[src/hdl/single_wire_uart_transceiver_top_defines.svh]
// ----------------------------------------------------------------------------
// Single-wire UART transceiver assertion macros
// Shared assertion helpers, clocked on clk and held off during reset.
// ----------------------------------------------------------------------------
`ifndef SINGLE_WIRE_UART_TRANSCEIVER_TOP_DEFINES_SVH
`define SINGLE_WIRE_UART_TRANSCEIVER_TOP_DEFINES_SVH

// Consequent must hold in the same cycle as the antecedent.
`define SWUT_ASSERT_SAME(label, ante, cons, msg) \
  label: assert property (@(posedge clk) disable iff (!rst_n) (ante) |-> (cons)) \
    else $error(msg);

// Consequent must hold in the cycle after the antecedent.
`define SWUT_ASSERT_NEXT(label, ante, cons, msg) \
  label: assert property (@(posedge clk) disable iff (!rst_n) (ante) |=> (cons)) \
    else $error(msg);

`endif

[src/hdl/swut_pkg.sv]
// ----------------------------------------------------------------------------
// Single-wire UART transceiver package
// Types and fixed constants shared by the step logic and the top level.
// ----------------------------------------------------------------------------
package swut_pkg;

  localparam int FRAME_BITS = 10;
  localparam int TICK_W     = 16;
  localparam int CNT_W      = 4;
  localparam int RX_SHIFT_W = FRAME_BITS - 1;
  localparam int CFG_W      = 16;
  localparam int CFG_IDX_W  = 2;

  localparam logic [CFG_IDX_W-1:0] CFG_BIT_PERIOD   = 2'd0;
  localparam logic [CFG_IDX_W-1:0] CFG_IDLE_TIMEOUT = 2'd1;

  localparam logic [CFG_W-1:0] BIT_PERIOD_RST   = 16'd1667;
  localparam logic [CFG_W-1:0] IDLE_TIMEOUT_RST = 16'd500;

  localparam logic [FRAME_BITS-1:0] TX_SHIFT_IDLE = {FRAME_BITS{1'b1}};

  typedef enum logic [1:0] {
    TXP_IDLE  = 2'd0,
    TXP_LEAD  = 2'd1,
    TXP_SHIFT = 2'd2
  } tx_phase_t;

  typedef enum logic [1:0] {
    RXP_HUNT = 2'd0,
    RXP_HALF = 2'd1,
    RXP_DATA = 2'd2
  } rx_phase_t;

  typedef enum logic [1:0] {
    EV_NONE      = 2'd0,
    EV_BYTE      = 2'd1,
    EV_FRAME_ERR = 2'd2,
    EV_TIMEOUT   = 2'd3
  } rx_event_t;

  typedef struct packed {
    logic [TICK_W-1:0]     tick_count;
    tx_phase_t             tx_phase;
    logic [FRAME_BITS-1:0] tx_shift;
    logic [CNT_W-1:0]      tx_bits_left;
    rx_phase_t             rx_phase;
    logic [RX_SHIFT_W-1:0] rx_shift;
    logic [CNT_W-1:0]      rx_bits_left;
    logic [TICK_W-1:0]     idle_periods;
  } state_t;

  typedef struct packed {
    logic      line_out;
    logic      line_drive;
    logic      send_ready;
    rx_event_t rx_event;
    logic [7:0] rx_data;
  } result_t;

  typedef struct packed {
    logic [CFG_W-1:0] bit_period;
    logic [CFG_W-1:0] idle_timeout;
  } cfg_t;

endpackage

[src/hdl/single_wire_uart_transceiver_top.sv]
// ----------------------------------------------------------------------------
// Single-wire UART transceiver top level
// Half-duplex 8N1 port on one shared line, one sample transfer per cycle while out_ready allows.
// ----------------------------------------------------------------------------
// Channel | Handshake             | Payload
// in      | in_valid / in_ready   | in_line_in, in_send_req, in_send_byte
// out     | out_valid / out_ready | out_line_out, out_line_drive, out_send_ready,
//         |                       | out_rx_event, out_rx_data
// cfg     | cfg_we (no wait)      | cfg_index, cfg_wdata
//
// On each input transfer the step logic updates the shared bit timer and both
// direction sequencers, and the result lands in the output register.
// One transfer per cycle is sustained while out_ready stays high.
// The output register stalls only the input side; the state moves only on a transfer.
// Synchronous reset restores the register defaults and an idle transmitter
// and hunting receiver.
// ----------------------------------------------------------------------------
module single_wire_uart_transceiver_top (
  input  logic                              clk,
  input  logic                              rst_n,
  input  logic                              in_valid,
  output logic                              in_ready,
  input  logic                              in_line_in,
  input  logic                              in_send_req,
  input  logic [7:0]                        in_send_byte,
  output logic                              out_valid,
  input  logic                              out_ready,
  output logic                              out_line_out,
  output logic                              out_line_drive,
  output logic                              out_send_ready,
  output logic [1:0]                        out_rx_event,
  output logic [7:0]                        out_rx_data,
  input  logic                              cfg_we,
  input  logic [swut_pkg::CFG_IDX_W-1:0]    cfg_index,
  input  logic [swut_pkg::CFG_W-1:0]        cfg_wdata
);
  import swut_pkg::*;
  `include "single_wire_uart_transceiver_top_defines.svh"

  cfg_t    cfg_r;
  state_t  state_r;
  state_t  state_nxt;
  result_t res;
  result_t res_r;
  logic    out_valid_r;
  logic    in_xfer;

  assign in_ready = !out_valid_r || out_ready;
  assign in_xfer  = in_valid && in_ready;

  swut_step u_step (
    .cfg       (cfg_r),
    .cur       (state_r),
    .line_in   (in_line_in),
    .send_req  (in_send_req),
    .send_byte (in_send_byte),
    .nxt       (state_nxt),
    .res       (res)
  );

  always_ff @(posedge clk) begin
    if (!rst_n) begin
      cfg_r.bit_period   <= BIT_PERIOD_RST;
      cfg_r.idle_timeout <= IDLE_TIMEOUT_RST;
    end else if (cfg_we) begin
      if (cfg_index == CFG_BIT_PERIOD) begin
        cfg_r.bit_period <= cfg_wdata;
      end else if (cfg_index == CFG_IDLE_TIMEOUT) begin
        cfg_r.idle_timeout <= cfg_wdata;
      end
    end
  end

  always_ff @(posedge clk) begin
    if (!rst_n) begin
      state_r.tick_count   <= '0;
      state_r.tx_phase     <= TXP_IDLE;
      state_r.tx_shift     <= TX_SHIFT_IDLE;
      state_r.tx_bits_left <= '0;
      state_r.rx_phase     <= RXP_HUNT;
      state_r.rx_shift     <= '0;
      state_r.rx_bits_left <= '0;
      state_r.idle_periods <= '0;
      out_valid_r          <= 1'b0;
    end else begin
      if (in_xfer) begin
        state_r     <= state_nxt;
        out_valid_r <= 1'b1;
      end else if (out_ready) begin
        out_valid_r <= 1'b0;
      end
    end
  end

  always_ff @(posedge clk) begin
    if (in_xfer) begin
      res_r <= res;
    end
  end

  assign out_valid      = out_valid_r;
  assign out_line_out   = res_r.line_out;
  assign out_line_drive = res_r.line_drive;
  assign out_send_ready = res_r.send_ready;
  assign out_rx_event   = res_r.rx_event;
  assign out_rx_data    = res_r.rx_data;

  `SWUT_ASSERT_SAME(a_tx_busy_rx_hunt, state_r.tx_phase != TXP_IDLE,
    state_r.rx_phase == RXP_HUNT, "receiver left hunting during transmission")
  `SWUT_ASSERT_NEXT(a_send_starts_lead,
    in_xfer && in_send_req && state_r.tx_phase == TXP_IDLE && state_r.rx_phase == RXP_HUNT,
    state_r.tx_phase == TXP_LEAD && out_line_drive && out_send_ready,
    "accepted send did not start the lead period")
  `SWUT_ASSERT_NEXT(a_event_not_driving, in_xfer && res.rx_event != EV_NONE,
    !out_line_drive, "receive event reported while driving the line")
  `SWUT_ASSERT_SAME(a_data_only_on_byte, out_valid_r && out_rx_event != EV_BYTE,
    out_rx_data == 8'd0, "received data nonzero without a byte event")

endmodule

[src/hdl/swut_step.sv]
// ----------------------------------------------------------------------------
// Single-wire UART transceiver step logic
// Next state and result for one line sample and send request.
// ----------------------------------------------------------------------------
module swut_step (
  input  swut_pkg::cfg_t    cfg,
  input  swut_pkg::state_t  cur,
  input  logic              line_in,
  input  logic              send_req,
  input  logic [7:0]        send_byte,
  output swut_pkg::state_t  nxt,
  output swut_pkg::result_t res
);
  import swut_pkg::*;

  logic [TICK_W-1:0] bp;
  logic [TICK_W-1:0] half;
  logic [TICK_W-1:0] lim;
  logic [TICK_W-1:0] period_lim;
  logic [TICK_W-1:0] tick_inc;
  logic [TICK_W-1:0] tick_adv;
  logic [TICK_W-1:0] idle_inc;
  logic [CNT_W-1:0]  tx_bl_dec;
  logic [CNT_W-1:0]  rx_bl_dec;
  logic [RX_SHIFT_W-1:0] rx_shift_new;
  logic              done;
  logic              ready;

  assign bp   = (cfg.bit_period == '0) ? TICK_W'(1) : cfg.bit_period;
  assign half = (cfg.bit_period[CFG_W-1:1] == '0) ? TICK_W'(1)
                                                  : {1'b0, cfg.bit_period[CFG_W-1:1]};
  assign lim  = (cfg.idle_timeout == '0) ? TICK_W'(1) : cfg.idle_timeout;

  // Only the receiver's half wait uses the half period; every other count is a full bit.
  assign period_lim = (cur.tx_phase == TXP_IDLE && cur.rx_phase == RXP_HALF) ? half : bp;

  assign tick_inc = cur.tick_count + TICK_W'(1);
  assign done     = (tick_inc >= period_lim) || (tick_inc == '0);
  assign tick_adv = done ? '0 : tick_inc;

  assign idle_inc     = cur.idle_periods + TICK_W'(1);
  assign tx_bl_dec    = cur.tx_bits_left - CNT_W'(1);
  assign rx_bl_dec    = cur.rx_bits_left - CNT_W'(1);
  assign rx_shift_new = {line_in, cur.rx_shift[RX_SHIFT_W-1:1]};

  assign ready = (cur.tx_phase == TXP_IDLE) && (cur.rx_phase == RXP_HUNT);

  always_comb begin
    nxt            = cur;
    res.rx_event   = EV_NONE;
    res.rx_data    = '0;
    res.send_ready = ready;
    if (ready && send_req) begin
      nxt.tx_phase     = TXP_LEAD;
      nxt.tx_shift     = {1'b1, send_byte, 1'b0};
      nxt.tx_bits_left = '0;
      nxt.tick_count   = '0;
      nxt.idle_periods = '0;
    end else begin
      unique case (cur.tx_phase)
        TXP_LEAD: begin
          nxt.tick_count = tick_adv;
          if (done) begin
            nxt.tx_phase     = TXP_SHIFT;
            nxt.tx_bits_left = CNT_W'(FRAME_BITS);
          end
        end
        TXP_SHIFT: begin
          nxt.tick_count = tick_adv;
          if (done) begin
            nxt.tx_shift     = {1'b1, cur.tx_shift[FRAME_BITS-1:1]};
            nxt.tx_bits_left = tx_bl_dec;
            if (tx_bl_dec == '0) begin
              nxt.tx_phase   = TXP_IDLE;
              nxt.tx_shift   = TX_SHIFT_IDLE;
              nxt.tick_count = '0;
            end
          end
        end
        TXP_IDLE: begin
          unique case (cur.rx_phase)
            RXP_HUNT: begin
              if (!line_in) begin
                nxt.rx_phase     = RXP_HALF;
                nxt.tick_count   = '0;
                nxt.idle_periods = '0;
              end else begin
                nxt.tick_count = tick_adv;
                if (done) begin
                  if (idle_inc >= lim) begin
                    res.rx_event     = EV_TIMEOUT;
                    nxt.idle_periods = '0;
                  end else begin
                    nxt.idle_periods = idle_inc;
                  end
                end
              end
            end
            RXP_HALF: begin
              nxt.tick_count = tick_adv;
              if (done) begin
                nxt.rx_phase     = RXP_DATA;
                nxt.rx_shift     = '0;
                nxt.rx_bits_left = CNT_W'(FRAME_BITS - 1);
              end
            end
            RXP_DATA: begin
              nxt.tick_count = tick_adv;
              if (done) begin
                nxt.rx_shift     = rx_shift_new;
                nxt.rx_bits_left = rx_bl_dec;
                if (rx_bl_dec == '0) begin
                  // The ninth sample is the stop bit; low means a framing error.
                  if (rx_shift_new[RX_SHIFT_W-1]) begin
                    res.rx_event = EV_BYTE;
                    res.rx_data  = rx_shift_new[7:0];
                  end else begin
                    res.rx_event = EV_FRAME_ERR;
                  end
                  nxt.rx_phase     = RXP_HUNT;
                  nxt.tick_count   = '0;
                  nxt.idle_periods = '0;
                end
              end
            end
            default: nxt.rx_phase = RXP_HUNT;
          endcase
        end
        default: nxt.tx_phase = TXP_IDLE;
      endcase
    end

    // Line outputs follow the state after the step.
    unique case (nxt.tx_phase)
      TXP_SHIFT: begin
        res.line_out   = nxt.tx_shift[0];
        res.line_drive = 1'b1;
      end
      TXP_LEAD: begin
        res.line_out   = 1'b1;
        res.line_drive = 1'b1;
      end
      default: begin
        res.line_out   = 1'b1;
        res.line_drive = 1'b0;
      end
    endcase
  end

endmodule

[config.mk]
export PLATFORM = sky130hd
export DESIGN_NAME = single_wire_uart_transceiver_top
export DESIGN_NICKNAME = d
export VERILOG_FILES = /design/src/hdl/swut_pkg.sv /design/src/hdl/single_wire_uart_transceiver_top.sv /design/src/hdl/swut_step.sv
export VERILOG_INCLUDE_DIRS = /design/src /design/src/hdl
export SDC_FILE = /design/constraint.sdc
export NUM_CORES = 1
export LEC_CHECK = 0
export BUFFER_PORTS_ARGS = -buffer_cell sky130_fd_sc_hd__buf_2
export CAP_MARGIN = 5
export CORE_MARGIN = 3
export CORE_UTILIZATION = 30
export DETAILED_ROUTE_END_ITERATION = 10
export GPL_TIMING_DRIVEN = 0
export PLACE_DENSITY = 0.49
export SETUP_SLACK_MARGIN = 0.2
export SLEW_MARGIN = 25
export SYNTH_ARGS = -nofsm -noshare
export SYNTH_HDL_FRONTEND = slang
export SYNTH_SLANG_ARGS = --single-unit
[constraint.sdc]
create_clock -name clk -period 6.1 [get_ports clk]
set_input_delay 0.305 -clock clk [delete_from_list [all_inputs] [get_ports clk]]
set_output_delay 0.305 -clock clk [all_outputs]
set_load 0.05 [all_outputs]
# Yosys cells after proc, flatten, opt, wreduce, memory -nomap -nowiden
# Index checks and enable logic that the tools add are counted.
# classes
addsub,4
n_lt_le_gt_ge,2
n_eq_ne,17
mux,42
bitwise_logic,7
reduce_logical,34
# op_table
op,n
two-way mux 16 bit,13
case mux 16 bit (3 select lines),2
two-way mux 32 bit,2
logical NOT 16 bit,3
adder 16 x 1 -> 16 bit (second input constant),2
greater-or-equal comparator 16 bit,2
case mux 16 bit (2 select lines),1
two-way mux 31 bit,1
two-way mux 10 bit,3
two-way mux 15 bit,2
two-way mux 28 bit,1
case mux 13 bit (2 select lines),1
logical NOT 15 bit,1
two-way mux 2 bit,7
inequality test 3 x 1 -> 1 bit (second input constant),4
case mux 2 bit (3 select lines),2
AND reduction 6 bit,2
nonzero test 2 bit,5
AND reduction 3 bit,3
== test 2 x 1 -> 1 bit (second input constant),4
logical NOT 4 bit,2
two-way mux 8 bit,1
case mux 2 bit (2 select lines),2
case mux 4 bit (2 select lines),1
20 further kinds,39
# word_totals
register_bits,109
inputBits,33
output_inout_bits,15

# Longest topological paths before layout
# logic_depth
word_depth,13
ltp_mapped,20
mapped_depth_nobuf,17

# Modules after synthesis
# Synthesis repeated with hierarchy kept, for this count alone.
# hier_totals
cells_unflattened,1008
hier_area_um2,7771.2
# by_module_without_submodules
mod,instances,cells_per_inst,area_per_inst_um2,seq_area_each_um2
single_wire_uart_transceiver_top,1,421,4067.7,2312.2
swut_step,1,587,3703.6,0.0

# Least setup slack after synthesis
# No wires, ideal clock.
# synth_path
kind,reg-to-reg
start,register state_r[46] (netlist name)
end,register res_r (netlist bit out_line_out) (data pin)
setup_ps,261
arrival_time_ps,4234
required_time_ps,5839
path_slack_ps,1605
stages_incl_launch_ff,21
path_buffers,3
cell_sequence,dfxtp_1 > inv_1 > ha_1 > buf_2 > nand2_1 > clkbuf_1 > nand2_1 > nand3_1 > ha_1 > nand2b_1 > a2111o_1 > a31oi_1 > a31oi_1 > nor2_1 > clkbuf_1 > a221oi_2 > nor3_1 > nor2_1 > ha_1 > nor2_1 > o31ai_1
# synth_lines
element,line_no,text
from (decl),single_wire_uart_transceiver_top.sv:41,state_t state_r;
from (signal assigned),single_wire_uart_transceiver_top.sv:87,state_r <= state_nxt;
to (signal assigned),single_wire_uart_transceiver_top.sv:97,res_r <= res;
to (decl),single_wire_uart_transceiver_top.sv:44,result_t res_r;

==> results.py <==
metrics = {
    "outcome": {
        "outcome": "complete, no violations",
    },
    "logic_synthesis": {
        "synth.distinct_cells": 73,
        "syn-instance-count": 781,
        "synth_seq_cells": 108,
        "synth-edff-count": 13,
        "yosys_most_used_dff": "dfxtp_1",
        "synth_fp_nets": 867,
        "yosysWarnings": 0,
        "synth_area_um2": 6630,
        "yosysSeqAreaShare_pct": 34.6,
        "async_flop_share_pct": 0,
        "syn_area_per_cell_um2": 8.49,
    },
    "placed_design": {
        "pre_cts_ws_ps": 704,
        "postPlaceCellArea_um2": 7210,
        "port_buffers": 46,
        "hpwl_mm": 13.7,
        "gp_congestion": 0.818,
    },
    "cts": {
        "root_buffer": "clkbuf_16",
        "cts_made_buffers": 9,
        "hold_buffers": 0,
        "htreeDepth": 3,
        "cts-resized-gates": 0,
        "clk_latency_ps": 350,
        "cts.sinks": 108,
        "clkTransAtPathRegs_ps": 70,
        "cts_tree": "built",
        "cts_max_path_buffers": 2,
        "post_cts_buffers": 0,
    },
    "setup_path": {
        "arrival_ps": 5540,
        "path_class": "flop to flop",
        "slowest_stage": "clkbuf_1",
        "cp_num_buf_inv": 4,
        "path_delay_family": "simple AND/OR/NAND/NOR gates",
        "start_kind": "flop",
        "critical_path_required_ps": 6200,
        "crit_fanout": 10,
        "end_kind": "flop",
        "path_cells": "inv_1 > ha_1 > buf_2 > nand2_1 > clkbuf_1 > nand2_1 > nand3_1 > ha_1 > nand2b_1 > a2111o_1 > a31oi_1 > a31oi_1 > nor2_1 > clkbuf_1 > a221oi_2 > nor3_1 > nor2_1 > ha_1 > nor2_1 > o31ai_1",
        "max_stage_delay_ps": 540,
    },
    "route": {
        "drc": 0,
        "wl_per_cell_um": 16.2,
        "vias": 5688,
        "dr.pass1.iters": 5,
        "routed_wirelength_mm": 18.1,
        "vias_per_cell": 5.09,
        "antenna_left": 0,
        "drt_iter0_drc": 313,
    },
    "floorplanning": {
        "fp.dieH_um": 155,
        "rows": 53,
        "start_util_pct": 31.1,
        "ios": 48,
        "die_area_um2": 23900,
        "die_w_um": 155,
        "core_um2": 21400,
    },
    "sta": {
        "fin_crit_ps": 5440,
        "slew_violations": 0,
        "tns_ps": 0,
        "tightest_slew_ps": 1040,
        "final.setup_skew_ps": 7.08,
        "fin_ws_ps": 660,
        "post-route-period-util_pct": 89.2,
        "setup_violations": 0,
        "rsz0062_at_grt": "false",
        "finalHoldViolCount": 0,
        "fmax_mhz": 184,
        "slew_headroom_pct": 28.7,
    },
    "global_route": {
        "grt_overflow": 0,
        "grt_first_pass_wirelength_mm": 29.2,
        "antenna_found_initial": 0,
        "grt_max_degree": 23,
        "grt_pass1_vias": 5415,
        "grt_usage_pct": 15.1,
    },
    "finish": {
        "n_antenna_cell": 0,
        "utilization_pct": 35.1,
        "area_growth_pct": 13.0,
        "drive_gt1_share_pct": 12.9,
        "final_nets": 924,
        "final_cell_area_um2": 7500,
    },
    "power": {
        "power.density_nw_per_um2": 220,
        "p_leak_uw": 0.00313,
        "ir_drop_uv": 114,
        "power.total_uw": 1650,
    },
    "hold_path": {
        "hold_path.class": "input pin to flop",
    },
    "flow_run": {
        "max_cap_viol_count": 0,
    },
}
flip-flops by register name, summed over array words and instances, names as in the netlist:
register,flops
cfg_r,32
state_r,62
out_rx_event,2
out_send_ready,1
out_line_out,1
out_line_drive,1
out_rx_data,8
out_valid,1
path summary, 6_finish.rpt:
kind                                  start      endpoint  slack, ps  cells after the start
worst max-delay path            state_r[46]  out_line_out        660                     20
worst min-delay path               in_valid     out_valid        190                      3
worst max register to register  state_r[46]  out_line_out        660                     20
worst min register to register  state_r[44]   state_r[44]        440                      2
routing by layer:
layer  vias to the layer above  wire (um)  part of all wire [%]  track usage [%]
met5                         -          0                     0                0
met4                         0        284                   1.6             4.12
met3                        16        494                   2.7             2.10
met2                        91       8580                    47             24.7
met1                      2675       8730                    48             20.9
li1                       2906          -                     -                -
cells in the mapped netlist, drive strengths merged (6+ instances only):
| master | number | area, um2 |
|---|---|---|
| nand2 | 107 | 412 |
| dfxtp | 95 | 1900 |
| a21oi | 64 | 320 |
| ha | 53 | 663 |
| nor2 | 49 | 184 |
| inv | 40 | 150 |
| nand3 | 38 | 208 |
| o21ai | 23 | 115 |
| buf | 20 | 125 |
| clkbuf | 20 | 76.3 |
| nand2b | 18 | 113 |
| xnor2 | 18 | 158 |
| and2 | 16 | 100 |
| mux2i | 16 | 160 |
| nor3 | 16 | 80.1 |
| nand4 | 15 | 93.8 |
| a21o | 14 | 105 |
| edfxtp | 13 | 390 |
| xor2 | 13 | 114 |
| a31oi | 10 | 92.6 |
| and3 | 10 | 62.6 |
| nor4 | 9 | 62.6 |
| o221a | 8 | 90.1 |
| a32o | 7 | 70.1 |
| o211ai | 6 | 45.0 |
| o31ai | 6 | 86.3 |
| or2 | 6 | 37.5 |
placed cells by master (no fill, tap or decap), types with 6 or more instances in the layout:
| master | synthesis | final |
|---|---|---|
| nor4_1 | 8 | 8 |
| nand3_1 | 36 | 36 |
| a32o_1 | 7 | 7 |
| nand4_1 | 15 | 15 |
| xnor2_1 | 18 | 18 |
| and2_1 | 16 | 16 |
| nand2b_1 | 18 | 18 |
| a21o_1 | 14 | 14 |
| inv_1 | 39 | 39 |
| ha_1 | 53 | 53 |
| mux2i_1 | 16 | 16 |
| a31oi_1 | 8 | 8 |
| nor3_1 | 16 | 16 |
| clkbuf_16 | 0 | 9 |
| a21oi_1 | 64 | 64 |
| nand2_1 | 105 | 105 |
| edfxtp_1 | 13 | 13 |
| nor2_1 | 49 | 49 |
| clkbuf_1 | 19 | 19 |
| o211ai_1 | 6 | 6 |
| o221a_2 | 8 | 8 |
| and3_1 | 10 | 10 |
| buf_1 | 6 | 6 |
| dfxtp_1 | 95 | 95 |
| o21ai_0 | 23 | 23 |
| buf_2 | 7 | 53 |
| xor2_1 | 13 | 13 |
report_power, final:
part,total (uW),internal (uW),switching (uW)
sequential,773,750,23.2
combinational,296,101,195
clock,579,311,267
worst reg2reg max path: stages (launching register included):
cell and delay, ps:
dfxtp_1 480, inv_1 180, ha_1 210, buf_2 180
nand2_1 330, clkbuf_1 520, nand2_1 120, nand3_1 100
ha_1 220, nand2b_1 140, a2111o_1 410, a31oi_1 180
a31oi_1 170, nor2_1 410, clkbuf_1 540, a221oi_2 140
nor3_1 280, nor2_1 80, ha_1 320, nor2_1 120
o31ai_1 80
cell families (layout without fill, tap and decap cells):
| group | after synthesis | in the layout | share of synthesized area, % |
|---|---|---|---|
| xor gates and xnor gates | 31 | 31 | 4.09 |
| buffers and inverters | 80 | 142 | 5.30 |
| AOI/OAI and AO/OA | 180 | 180 | 20.0 |
| adders and majority gates | 53 | 53 | 10.0 |
| and+or+nand+nor | 313 | 313 | 23.6 |
| DFF | 108 | 108 | 34.6 |
| muxes | 16 | 16 | 2.41 |
layout make-up:
class                      count  area [um2]
buffer                        40         203
multi-input combinational    593        3990
clock buffer                  13         270
fill                        2275       13900
sequential                   108        2290
inverter                      40         150
clock inverter                 3        18.8
tap                          275         344
timing repair buffer          46         230
stage by stage:
step,std cells,hold slack [ps]
floorplan,781,404
global placement,1102,421
detailed placement,1102,427
CTS,1118,172
global route,1118,196
finish,1118,186
Note: power is estimated with default switching activity, not from simulation.
